===== config.mk =====
export PLATFORM = sky130hd
export DESIGN_NAME = quadrature_speed_estimator_flat
export DESIGN_NICKNAME = d
export VERILOG_FILES = /design/src/hdl/qse_pkg.sv /design/src/hdl/qse_if.sv /design/src/hdl/qse_ctrl.sv /design/src/hdl/qse_dp.sv /design/src/hdl/quadrature_speed_estimator.sv /design/src/flat_wrapper.sv
export SDC_FILE = /design/constraint.sdc
export NUM_CORES = 2
export LEC_CHECK = 0
export BUFFER_PORTS_ARGS = -buffer_cell sky130_fd_sc_hd__buf_2
export CORE_ASPECT_RATIO = 2
export CORE_UTILIZATION = 35
export CTS_BUF_LIST = sky130_fd_sc_hd__clkbuf_2
export DETAILED_ROUTE_END_ITERATION = 12
export GPL_ROUTABILITY_DRIVEN = 0
export GPL_TIMING_DRIVEN = 0
export SKIP_LAST_GASP = 1
export SLEW_MARGIN = 20
export SYNTH_ARGS = -nofsm -noshare
export SYNTH_HDL_FRONTEND = slang
export SYNTH_SLANG_ARGS = --single-unit

===== constraint.sdc =====
create_clock -name clk -period 14.4 [get_ports clk]
set_input_delay 1.44 -clock clk [delete_from_list [all_inputs] [get_ports clk]]
set_output_delay 1.44 -clock clk [all_outputs]
set_load 0.01 [all_outputs]

===== src/hdl/qse_pkg.sv =====
// Package for the quadrature speed estimator: field widths, codes, limits and
// the command and status structs between the controller and the datapath.
// No dependencies.
package qse_pkg;

  localparam int CHANNELS = 3;

  localparam int POS_W    = 32;
  localparam int DELTA_W  = 16;
  localparam int SPEED_W  = 24;
  localparam int CHAN_W   = 2;
  localparam int PHASE_W  = CHANNELS;
  localparam int RATE_W   = 9;
  localparam int CFG_A_W  = 2;
  localparam int CFG_D_W  = 9;

  localparam logic KIND_PIN  = 1'b0;
  localparam logic KIND_TICK = 1'b1;

  localparam logic [CFG_A_W-1:0] CFG_BOTH_EDGES = 2'd0;
  localparam logic [CFG_A_W-1:0] CFG_RATE       = 2'd1;

  localparam logic [RATE_W-1:0] RATE_RESET = 9'd102;
  localparam logic [RATE_W-1:0] RATE_ONE   = 9'd256;

  localparam logic signed [DELTA_W-1:0] DELTA_MAX = 16'sh7FFF;
  localparam logic signed [DELTA_W-1:0] DELTA_MIN = 16'sh8000;
  localparam logic signed [SPEED_W-1:0] SPEED_MAX = 24'sh7FFFFF;
  localparam logic signed [SPEED_W-1:0] SPEED_MIN = 24'sh800000;

  typedef struct packed {
    logic pin_upd;
    logic load;
    logic mul;
    logic sum;
    logic last;
  } dp_cmd_t;

  typedef struct packed {
    logic out_free;
  } dp_sts_t;

endpackage


===== src/hdl/qse_if.sv =====
// Channel interfaces of the quadrature speed estimator: pin and tick input,
// per-channel result output, and the configuration write channel.
// Depends on qse_pkg.
interface qse_in_if;
  logic                        valid;
  logic                        ready;
  logic                        kind;
  logic [qse_pkg::PHASE_W-1:0] a_phase;
  logic [qse_pkg::PHASE_W-1:0] b_phase;
  modport source (output valid, kind, a_phase, b_phase, input ready);
  modport sink (input valid, kind, a_phase, b_phase, output ready);
endinterface

interface qse_out_if;
  logic                               valid;
  logic                               ready;
  logic        [qse_pkg::CHAN_W-1:0]  channel;
  logic signed [qse_pkg::POS_W-1:0]   position;
  logic signed [qse_pkg::DELTA_W-1:0] delta;
  logic signed [qse_pkg::SPEED_W-1:0] smoothed_speed;
  logic                               last;
  modport source (output valid, channel, position, delta, smoothed_speed, last,
                  input ready);
  modport sink (input valid, channel, position, delta, smoothed_speed, last,
                output ready);
endinterface

interface qse_cfg_if;
  logic                        valid;
  logic                        ready;
  logic [qse_pkg::CFG_A_W-1:0] addr;
  logic [qse_pkg::CFG_D_W-1:0] data;
  modport source (output valid, addr, data, input ready);
  modport sink (input valid, addr, data, output ready);
endinterface


===== src/hdl/qse_ctrl.sv =====
// Controller of the quadrature speed estimator: takes input transfers and
// sequences the per-channel speed update of a tick through the datapath.
// Depends on qse_pkg and qse_if.
module qse_ctrl #(
  parameter int CHANNELS = 3,
  parameter int CH_W     = 2
) (
  input  logic             clk,
  input  logic             rst_n,
  qse_in_if.sink           in_ch,
  input  qse_pkg::dp_sts_t sts,
  output qse_pkg::dp_cmd_t cmd,
  output logic [CH_W-1:0]  ch
);
  import qse_pkg::*;

  typedef enum logic [3:0] {
    ST_IDLE = 4'b0001,
    ST_LOAD = 4'b0010,
    ST_MUL  = 4'b0100,
    ST_SUM  = 4'b1000
  } state_t;

  localparam logic [CH_W-1:0] CH_LAST = CH_W'(CHANNELS - 1);

  state_t          state_r, state_nxt;
  logic [CH_W-1:0] ch_r, ch_nxt;
  logic            is_last;

  assign is_last      = (ch_r == CH_LAST);
  assign in_ch.ready  = (state_r == ST_IDLE);
  assign ch           = ch_r;

  always_comb begin
    state_nxt   = state_r;
    ch_nxt      = ch_r;
    cmd         = '0;
    cmd.last    = is_last;
    case (state_r)
      ST_IDLE: begin
        if (in_ch.valid) begin
          if (in_ch.kind == KIND_TICK) begin
            state_nxt = ST_LOAD;
            ch_nxt    = '0;
          end else begin
            cmd.pin_upd = 1'b1;
          end
        end
      end
      ST_LOAD: begin
        cmd.load  = 1'b1;
        state_nxt = ST_MUL;
      end
      ST_MUL: begin
        cmd.mul   = 1'b1;
        state_nxt = ST_SUM;
      end
      ST_SUM: begin
        if (sts.out_free) begin
          cmd.sum = 1'b1;
          if (is_last) begin
            state_nxt = ST_IDLE;
          end else begin
            ch_nxt    = ch_r + CH_W'(1);
            state_nxt = ST_LOAD;
          end
        end
      end
      default: begin
        state_nxt = ST_IDLE;
      end
    endcase
  end

  always_ff @(posedge clk) begin
    if (!rst_n) begin
      state_r <= ST_IDLE;
      ch_r    <= '0;
    end else begin
      state_r <= state_nxt;
      ch_r    <= ch_nxt;
    end
  end

  a_sum_needs_room: assert property (@(posedge clk) disable iff (!rst_n)
    cmd.sum |-> sts.out_free)
    else $error("result written while the output register is occupied");

  a_load_then_mul: assert property (@(posedge clk) disable iff (!rst_n)
    cmd.load |=> cmd.mul)
    else $error("multiply step did not follow a load");

  a_ch_in_range: assert property (@(posedge clk) disable iff (!rst_n)
    ch_r <= CH_LAST)
    else $error("channel counter out of range");

  a_no_pin_in_tick: assert property (@(posedge clk) disable iff (!rst_n)
    cmd.pin_upd |-> !(cmd.load || cmd.mul || cmd.sum))
    else $error("pin update during a tick");

endmodule


===== src/hdl/qse_dp.sv =====
// Datapath of the quadrature speed estimator: per-channel counters, tick
// snapshot, smoothing multipliers, configuration registers and output register.
// Depends on qse_pkg and qse_if.
module qse_dp #(
  parameter int CHANNELS    = 3,
  parameter int COUNT_WIDTH = 32,
  parameter int CH_W        = 2
) (
  input  logic                         clk,
  input  logic                         rst_n,
  input  qse_pkg::dp_cmd_t             cmd,
  input  logic [CH_W-1:0]              ch,
  output qse_pkg::dp_sts_t             sts,
  input  logic [qse_pkg::PHASE_W-1:0]  a_phase,
  input  logic [qse_pkg::PHASE_W-1:0]  b_phase,
  qse_cfg_if.sink                      cfg_ch,
  qse_out_if.source                    out_ch
);
  import qse_pkg::*;

  localparam int W = COUNT_WIDTH;

  logic [W-1:0]               pos_r [CHANNELS];
  logic [W-1:0]               plt_r [CHANNELS];
  logic signed [SPEED_W-1:0]  spd_r [CHANNELS];
  logic [CHANNELS-1:0]        prev_a_r;
  logic [W-1:0]               pos_nxt [CHANNELS];
  logic                       both_r;
  logic [RATE_W-1:0]          rate_r;
  logic                       out_valid_r;

  logic [7:0]                 a_ext, b_ext;
  logic [RATE_W-1:0]          rate_eff, rate_inv;
  logic [W-1:0]               pos_sel, diff;
  logic signed [32:0]         diff_x;
  logic signed [DELTA_W-1:0]  d_sat;

  logic signed [POS_W-1:0]    cur_pos_r;
  logic signed [DELTA_W-1:0]  cur_d_r;
  logic signed [SPEED_W-1:0]  cur_spd_r;
  logic signed [25:0]         p1_r;
  logic signed [33:0]         p2_r;
  logic signed [26:0]         sum;
  logic signed [SPEED_W-1:0]  spd_sat;

  logic [CHAN_W-1:0]          out_chan_r;
  logic signed [POS_W-1:0]    out_pos_r;
  logic signed [DELTA_W-1:0]  out_d_r;
  logic signed [SPEED_W-1:0]  out_spd_r;
  logic                       out_last_r;

  assign a_ext = 8'(a_phase);
  assign b_ext = 8'(b_phase);

  always_comb begin
    for (int i = 0; i < CHANNELS; i++) begin
      pos_nxt[i] = pos_r[i];
      if (a_ext[i] && !prev_a_r[i]) begin
        pos_nxt[i] = b_ext[i] ? pos_r[i] + W'(1) : pos_r[i] - W'(1);
      end else if (!a_ext[i] && prev_a_r[i] && both_r) begin
        pos_nxt[i] = b_ext[i] ? pos_r[i] - W'(1) : pos_r[i] + W'(1);
      end
    end
  end

  assign rate_eff = (rate_r > RATE_ONE) ? RATE_ONE : rate_r;
  assign rate_inv = RATE_ONE - rate_eff;

  assign pos_sel = pos_r[ch];
  assign diff    = pos_sel - plt_r[ch];
  assign diff_x  = 33'(signed'(diff));

  always_comb begin
    if (diff_x > 33'(DELTA_MAX)) begin
      d_sat = DELTA_MAX;
    end else if (diff_x < 33'(DELTA_MIN)) begin
      d_sat = DELTA_MIN;
    end else begin
      d_sat = diff_x[DELTA_W-1:0];
    end
  end

  assign sum = 27'(p1_r) + 27'(p2_r >>> 8);

  always_comb begin
    if (sum > 27'(SPEED_MAX)) begin
      spd_sat = SPEED_MAX;
    end else if (sum < 27'(SPEED_MIN)) begin
      spd_sat = SPEED_MIN;
    end else begin
      spd_sat = sum[SPEED_W-1:0];
    end
  end

  assign sts.out_free = !out_valid_r || out_ch.ready;
  assign cfg_ch.ready = 1'b1;

  always_ff @(posedge clk) begin
    if (!rst_n) begin
      for (int i = 0; i < CHANNELS; i++) begin
        pos_r[i] <= '0;
        plt_r[i] <= '0;
        spd_r[i] <= '0;
      end
      prev_a_r    <= '0;
      both_r      <= 1'b0;
      rate_r      <= RATE_RESET;
      out_valid_r <= 1'b0;
    end else begin
      if (cfg_ch.valid) begin
        case (cfg_ch.addr)
          CFG_BOTH_EDGES: both_r <= cfg_ch.data[0];
          CFG_RATE:       rate_r <= cfg_ch.data;
          default: ;
        endcase
      end
      if (cmd.pin_upd) begin
        for (int i = 0; i < CHANNELS; i++) begin
          pos_r[i] <= pos_nxt[i];
        end
        prev_a_r <= a_ext[CHANNELS-1:0];
      end
      if (cmd.load) begin
        plt_r[ch] <= pos_sel;
      end
      if (cmd.sum) begin
        spd_r[ch]   <= spd_sat;
        out_valid_r <= 1'b1;
      end else if (out_ch.ready) begin
        out_valid_r <= 1'b0;
      end
    end
  end

  always_ff @(posedge clk) begin
    if (cmd.load) begin
      cur_pos_r <= 32'(signed'(pos_sel));
      cur_d_r   <= d_sat;
      cur_spd_r <= spd_r[ch];
    end
    if (cmd.mul) begin
      p1_r <= cur_d_r * signed'({1'b0, rate_eff});
      p2_r <= cur_spd_r * signed'({1'b0, rate_inv});
    end
    if (cmd.sum) begin
      out_chan_r <= CHAN_W'(ch);
      out_pos_r  <= cur_pos_r;
      out_d_r    <= cur_d_r;
      out_spd_r  <= spd_sat;
      out_last_r <= cmd.last;
    end
  end

  assign out_ch.valid          = out_valid_r;
  assign out_ch.channel        = out_chan_r;
  assign out_ch.position       = out_pos_r;
  assign out_ch.delta          = out_d_r;
  assign out_ch.smoothed_speed = out_spd_r;
  assign out_ch.last           = out_last_r;

endmodule


===== src/hdl/quadrature_speed_estimator.sv =====
// Top level of the quadrature speed estimator: controller plus datapath.
// Depends on qse_pkg, qse_if, qse_ctrl and qse_dp.
//
//   port     | direction | carries
//   in_ch    | sink      | kind, a_phase, b_phase (pin sample or sampling tick)
//   out_ch   | source    | channel, position, delta, smoothed_speed, last
//   cfg_ch   | sink      | addr, data (count_both_edges, smoothing_rate)
//
// A pin sample updates every channel at once.
// A tick steps each channel in turn through snapshot, multiply, and sum and
// write after its accepting cycle, reusing the shared smoothing multipliers.
// The output register lets a tick finish and pin samples continue while the
// last result waits; a stalled output holds the tick in its sum step.
// Reset is synchronous. It clears counters, snapshots, speeds and output
// valid, and loads the smoothing rate with RATE_RESET.
module quadrature_speed_estimator #(
  parameter int COUNT_WIDTH = 32
) (
  input  logic      clk,
  input  logic      rst_n,
  qse_in_if.sink    in_ch,
  qse_out_if.source out_ch,
  qse_cfg_if.sink   cfg_ch
);
  import qse_pkg::*;

  localparam int CH_W = (CHANNELS > 1) ? $clog2(CHANNELS) : 1;

  dp_cmd_t         cmd;
  dp_sts_t         sts;
  logic [CH_W-1:0] ch;

  qse_ctrl #(
    .CHANNELS (CHANNELS),
    .CH_W     (CH_W)
  ) u_ctrl (
    .clk   (clk),
    .rst_n (rst_n),
    .in_ch (in_ch),
    .sts   (sts),
    .cmd   (cmd),
    .ch    (ch)
  );

  qse_dp #(
    .CHANNELS    (CHANNELS),
    .COUNT_WIDTH (COUNT_WIDTH),
    .CH_W        (CH_W)
  ) u_dp (
    .clk     (clk),
    .rst_n   (rst_n),
    .cmd     (cmd),
    .ch      (ch),
    .sts     (sts),
    .a_phase (in_ch.a_phase),
    .b_phase (in_ch.b_phase),
    .cfg_ch  (cfg_ch),
    .out_ch  (out_ch)
  );

endmodule

===== src/flat_wrapper.sv =====
// flat-port wrapper written by rule: the top's interface ports become plain ports
module quadrature_speed_estimator_flat import qse_pkg::*;
#(
  parameter int COUNT_WIDTH = 32
)
  (clk, rst_n, in_ch_valid, in_ch_kind, in_ch_a_phase, in_ch_b_phase, in_ch_ready, out_ch_valid, out_ch_channel, out_ch_position, out_ch_delta, out_ch_smoothed_speed, out_ch_last, out_ch_ready, cfg_ch_valid, cfg_ch_addr, cfg_ch_data, cfg_ch_ready);
  qse_in_if in_ch_i ();
  qse_out_if out_ch_i ();
  qse_cfg_if cfg_ch_i ();
  input  logic clk;
  input  logic rst_n;
  input wire logic [$bits(in_ch_i.valid)-1:0] in_ch_valid;
  input wire logic [$bits(in_ch_i.kind)-1:0] in_ch_kind;
  input wire logic [$bits(in_ch_i.a_phase)-1:0] in_ch_a_phase;
  input wire logic [$bits(in_ch_i.b_phase)-1:0] in_ch_b_phase;
  output wire logic [$bits(in_ch_i.ready)-1:0] in_ch_ready;
  output wire logic [$bits(out_ch_i.valid)-1:0] out_ch_valid;
  output wire logic [$bits(out_ch_i.channel)-1:0] out_ch_channel;
  output wire logic [$bits(out_ch_i.position)-1:0] out_ch_position;
  output wire logic [$bits(out_ch_i.delta)-1:0] out_ch_delta;
  output wire logic [$bits(out_ch_i.smoothed_speed)-1:0] out_ch_smoothed_speed;
  output wire logic [$bits(out_ch_i.last)-1:0] out_ch_last;
  input wire logic [$bits(out_ch_i.ready)-1:0] out_ch_ready;
  input wire logic [$bits(cfg_ch_i.valid)-1:0] cfg_ch_valid;
  input wire logic [$bits(cfg_ch_i.addr)-1:0] cfg_ch_addr;
  input wire logic [$bits(cfg_ch_i.data)-1:0] cfg_ch_data;
  output wire logic [$bits(cfg_ch_i.ready)-1:0] cfg_ch_ready;
  assign in_ch_i.valid = in_ch_valid;
  assign in_ch_i.kind = in_ch_kind;
  assign in_ch_i.a_phase = in_ch_a_phase;
  assign in_ch_i.b_phase = in_ch_b_phase;
  assign in_ch_ready = in_ch_i.ready;
  assign out_ch_valid = out_ch_i.valid;
  assign out_ch_channel = out_ch_i.channel;
  assign out_ch_position = out_ch_i.position;
  assign out_ch_delta = out_ch_i.delta;
  assign out_ch_smoothed_speed = out_ch_i.smoothed_speed;
  assign out_ch_last = out_ch_i.last;
  assign out_ch_i.ready = out_ch_ready;
  assign cfg_ch_i.valid = cfg_ch_valid;
  assign cfg_ch_i.addr = cfg_ch_addr;
  assign cfg_ch_i.data = cfg_ch_data;
  assign cfg_ch_ready = cfg_ch_i.ready;
  quadrature_speed_estimator #(.COUNT_WIDTH(COUNT_WIDTH)) u_core (.clk(clk), .rst_n(rst_n), .in_ch(in_ch_i), .out_ch(out_ch_i), .cfg_ch(cfg_ch_i));
endmodule

Word level (Yosys, flattened, before mapping)
Memory sizes are Yosys's and may differ from the RTL's. A register that Yosys moved wholly into a read port is not among the register bits.
Cells that the tools add are included.
Word-level totals
  memory bits (writable): 264
  word-level logic and storage cells: 132
  output and inout port bits: 78
  bits in registers: 203
  input bits: 23
  memories kept: 3
Memory list
  u_core.u_dp.plt_r: words 3, width 32, rd ports 1, clocked after memory_dff 1, wr ports 3, RTL line qse_dp.sv:24  | logic [W-1:0] plt_r [CHANNELS];
  u_core.u_dp.pos_r: words 3, width 32, rd ports 4, clocked after memory_dff 1, wr ports 3, RTL line qse_dp.sv:23  | logic [W-1:0] pos_r [CHANNELS];
  u_core.u_dp.spd_r: words 3, width 24, rd ports 1, clocked after memory_dff 1, wr ports 3, RTL line qse_dp.sv:25  | logic signed [SPEED_W-1:0] spd_r [CHANNELS];
Cells by class
  reductions and logical operators: 26
  $mul: 2
  $lt $le $gt $ge: 5
  $add $sub $neg: 10
  bitwise gates (word level): 3
  eq/ne operators: 10
  multiplexer cells: 58
Operators by type and width (number)
  $mux 32: 16
  $add 32x1->32 const B: 3
  $sub 32x1->32 const B: 3
  $mux 24: 3
  $mul 24x10->34: 1
  $gt 32x16->1 const B: 1
  $lt 32x16->1 const B: 1
  $reduce_or 32->1: 1
  $sub 32x32->32: 1
  $add 26x26->27: 1
  $gt 27x24->1 const B: 1
  $lt 27x24->1 const B: 1
  $mul 16x10->26: 1
  $reduce_or 24->1: 1
  $mux 2: 11
  $mux 1: 21
  $mux 16: 1
  $pmux 4 s4: 1
  $mux 4: 3
  $gt 9x9->1 const B: 1
  $logic_and 1x1->1: 9
  $mux 9: 1
  $sub 9x9->9 const A: 1
  $logic_not 1->1: 7
  other kinds (17): 23

Logic depth before layout (Yosys ltp)
  word-level depth: 9
  mapped depth: 28

Cells and area by module
A second synthesis with hierarchy kept.
Unflattened totals
  cells, all modules: 3660
  area, all modules: 39449.1 sq um
By module, submodules not included
  qse_dp: cells each 3623, seq. area each 15865.2 sq um, area an instance 39080.0 sq um, instances 1
  qse_ctrl: cells each 37, seq. area each 120.1 sq um, area an instance 369.1 sq um, instances 1

Worst setup path before layout
Ideal clock, no wire load.
  path type: register -> register
  start point: register u_core.u_ctrl.state_r[0]
  end point: memory u_core.u_dp.plt_r[0][0] (netlist bit), enable pin
  period minus slack after synthesis: 10.159 ns
  slack: 4.241 ns
  setup time: 0.389 ns
  cell stages (with the launch flop): 6
  data required time: 14.011 ns
  arrival time: 9.769 ns
  cells stage by stage: dfxtp_1 > nor4b_1 > and2_1 > nand2_1 > clkbuf_1 > nand2_1
RTL lines
  start: declaration: RTL line qse_ctrl.sv:26  | state_t state_r, state_nxt;
  start signal: assignment: RTL line qse_ctrl.sv:80  | state_r <= state_nxt;
  end: declaration: RTL line qse_dp.sv:24

Worst setup path in the final report
  start point: register u_core.u_dp.rate_r[8]
  end point: register u_core.u_dp.p2_r[33] (data pin)
Between the ends
  longest elaborated chain between the ends: 4
RTL lines
  start: declaration: RTL line qse_dp.sv:29  | logic [RATE_W-1:0] rate_r;
  start signal: assignment: RTL line qse_dp.sv:113  | CFG_RATE: rate_r <= cfg_ch.data;
  $gt 9x9->1: RTL line qse_dp.sv:66  | assign rate_eff = (rate_r > RATE_ONE) ? RATE_ONE : rate_r;
  $mux 9 *: RTL line qse_dp.sv:66
  $sub 9x9->9 *: RTL line qse_dp.sv:67  | assign rate_inv = RATE_ONE - rate_eff;
  $mul 24x10->34 *: RTL line qse_dp.sv:143  | p2_r <= cur_spd_r * signed'({1'b0, rate_inv});
  end signal: assignment: RTL line qse_dp.sv:143
  end: declaration: RTL line qse_dp.sv:42  | logic signed [33:0] p2_r;
Every way passes the cells marked *; elsewhere a longest branch is shown, timed or not.
A chain may end at the register's enable or synchronous reset.

==> run_results.csv <==
group,metric,value,unit
yosys,async_flop_share,0,%
finish,final_cell_mix,"edfxtp_1 (519), inv_1 (463), nor2_1 (358), nand2_1 (333), fa_1 (301)",
yosys,ys_ff_latch,541,
yosys,synth_edf_count,519,
timing,fin_crit_sh,58.3,%
timing,holdWs,0.317,ns
yosys,synth_cells,3653,
clock_network,numCtsBuffers,121,
worst_setup_path,worst-setup-path-type,"reg -> reg",
status,status,"finished, final reports clean",
place,placed_area,42000,µm²
timing,relSlewSlack,17.2,%
timing,worst_slew_pin_slew,1.23,ns
routing,antenna_left,0,
power,ir_drop,0.0000628,V
place,place_ws,6.22,ns
place,hpwl,94800,µm
yosys,synth.distinct_cells,78,
power,power.total,5.14,mW
routing,top_layer,"met5",
finish,fin_area,43200,µm²
clock_network,clk_latency,1.39,ns
finish,fin_nets,4430,
global_routing,track_usage,21.2,%
timing,finalHoldViolations,0,
global_routing,grt_pass1_vias,30400,
clock_network,post_cts.repair.setup_buffers,0,
clock_network,cts_tree,"built",
place,dpl.cell_count,5274,
worst_setup_path,path_max_fanout,10,
clock_network,cts.clk_slew.worst_paths,0.12,ns
routing,dr.pass1.iters,7,
clock_network,cts-root-buf,"clkbuf_2",
timing,skew,0.0983,ns
routing,wl,118000,µm
clock_network,cts-resized-gates,0,
routing,via_per_inst,5.17,
timing,max_freq,0.119,GHz
floorplanning,die_h,475,µm
routing,drt-met1-wl,37300,µm
timing,layout_setup_ws,6.01,ns
worst_setup_path,endpoint_kind,"flip-flop",
timing,rsz0062_at_grt,"false",
global_routing,antenna_found_initial,6,
finish,drive_above_1_share,11.0,%
run,maxCapViolations,0,
finish,areaGrowthSynthToFinish,10.2,%
yosys,synth_area_per_cell,10.7,µm²
finish,finalNonFillerCells,5500,
timing,min_period,8.39,ns
finish,final_common_cell,"edfxtp_1",
global_routing,grt_overflow,0,
routing,drc,0,
clock_network,hold_buffers,0,
power,p_per_area,119,nW/µm²
worst_setup_path,worstSetupStartpointType,"flip-flop",
routing,drt_iter0_markers,1566,
finish,seq_area,16000,µm²
yosys,synth_top_flop_cell,"edfxtp_1",
routing,wl_met2,65900,µm
global_routing,grt_max_degree,26,
finish,multi_input_comb_area,20900,µm²
worst_setup_path,slowest_delay,0.84,ns
finish,utilization,38.9,%
yosys,syn-num-nets,4173,
routing,met3WireLength,4830,µm
floorplanning,rows,173,
worst_setup_path,slowest_stage,"xor2_1",
timing,report.final.slew_viol_count,0,
global_routing,grt_pass1_wl,177000,µm
place,portBuffers,99,
yosys,yosys_warnings,0,
floorplanning,num_io_pins,101,
floorplanning,start_util,35.3,%
routing,routedWlPerCell,21.5,µm
power,p_leak,17.9,nW
routing,vias,28500,
clock_network,cts_sinks,541,
worst_hold_path,hp-class,"in -> reg",
timing,setup_viol,0,
clock_network,clk_path_buf_depth,3,
finish,fill_cells,10900,
floorplanning,die_w,239,µm
yosys,ys_seq_area_share,40.9,%
timing,fin_setup_tns,0,ns
clock_network,cts-htree-levels,3,
worst_setup_path,required,15.54,ns
yosys,synth_area,39200,µm²
floorplanning,die-area,113000,µm²
floorplanning,core_area,111000,µm²
worst_setup_path,cpMostUsedCell,"fa_1",
worst_setup_path,crit_arrival,9.53,ns
## cell families after synthesis
logic type                 Yosys count  synth area share [%]
DFF                                541                  40.9
muxes                               98                  4.29
adders and majority gates          497                  21.6
AOI/OAI and AO/OA                  504                  8.17
buffers and inverters              620                  5.99
xor gates and xnor gates           199                  4.45
other                                1               0.00957
and+or+nand+nor                   1193                  14.6
## worst paths after layout
kind | cells after the start | slack, ns | to | from
max | 25 | 6.01 | u_core.u_dp.p2_r[33] | u_core.u_dp.rate_r[8]
min | 3 | 0.32 | u_core.u_dp.rate_r[5] | cfg_ch_data[5]
max reg2reg | 25 | 6.01 | u_core.u_dp.p2_r[33] | u_core.u_dp.rate_r[8]
min reg2reg | 0 | 0.42 | u_core.u_dp.out_ch.position[13] | u_core.u_dp.cur_pos_r[13]
## where the power goes
part / total [mW] / switching [mW] / leakage [nW] / internal, mW
clock network: 1.03 / 0.653 / 0.849 / 0.376
logic: 2.21 / 1.31 / 11.8 / 0.891
registers: 1.90 / 0.0349 / 5.19 / 1.87
total: 5.14 / 2.00 / 17.9 / 3.13
## registers in the layout, indices dropped and copies added, names as in the netlist, 2 cells and up, named ones only
| name | flops |
|---|---|
| u_core.u_dp.cur_d_r | 16 |
| u_core.u_dp.cur_pos_r | 32 |
| u_core.u_dp.spd_r | 96 |
| u_core.u_dp.out_ch.smoothed_speed | 24 |
| u_core.u_dp.prev_a_r | 3 |
| u_core.u_dp.pos_r | 96 |
| u_core.u_dp.p2_r | 26 |
| u_core.u_dp.rate_r | 9 |
| u_core.u_dp.out_ch.channel | 2 |
| u_core.u_dp.out_ch.delta | 16 |
| u_core.u_dp.plt_r | 128 |
| u_core.u_ctrl.ch | 2 |
| u_core.u_dp.cur_spd_r | 24 |
| u_core.u_dp.p1_r | 26 |
| u_core.u_dp.out_ch.position | 32 |
| u_core.u_ctrl.state_r | 4 |
## cells in the mapped netlist (19+ instances only)
cell        n  area share (%)
nor3_1     50            0.64
o21ai_0    80             1.0
inv_1     463             4.4
nor2_1    358             3.4
xor2_1     77             1.7
a21o_1     48            0.92
fa_1      301              15
clkbuf_1  116             1.1
buf_1      30            0.29
a31oi_1    31            0.49
mux4_2     56             3.2
a21oi_1   184             2.3
mux2i_1    41             1.0
nand4_1    32            0.51
nor2b_1    46            0.73
xnor2_1   122             2.7
dfxtp_1    22             1.1
nor4_1     20            0.32
nand2_1   339             3.2
edfxtp_1  519              40
nand2b_1   19            0.30
and3_1     23            0.37
or3_1      21            0.34
and2_1    180             2.9
ha_1      196             6.3
nand3_1    50            0.64
## layer usage
layer  vias to the layer above  track usage [%]
li1                      13000                -
met1                     14100             19.0
met2                       953             41.4
met3                       375             3.23
met4                         2             16.3
met5                         -                0
## final cells by class
| type | instances | area share (%) |
|---|---|---|
| clock buffer | 166 | 1.92 |
| tap | 1487 | 4.31 |
| buffer | 157 | 1.43 |
| antenna | 5 | 0.0290 |
| clock inverter | 55 | 0.735 |
| inverter | 463 | 4.02 |
| multi-input combinational | 2492 | 48.4 |
| sequential | 541 | 37.1 |
| timing repair buffer | 134 | 2.04 |
## critical path: cells and delay by family (launching register included)
| family | cells | cell delay [ns] |
|---|---|---|
| flops | 1 | 0.50 |
| buf+inv | 5 | 1.05 |
| simple gates | 6 | 1.40 |
| compound gates | 7 | 1.43 |
| xor+xnor | 1 | 0.84 |
| fa+ha+maj | 6 | 2.95 |
No activity file was read; power rests on OpenSTA's default activity.
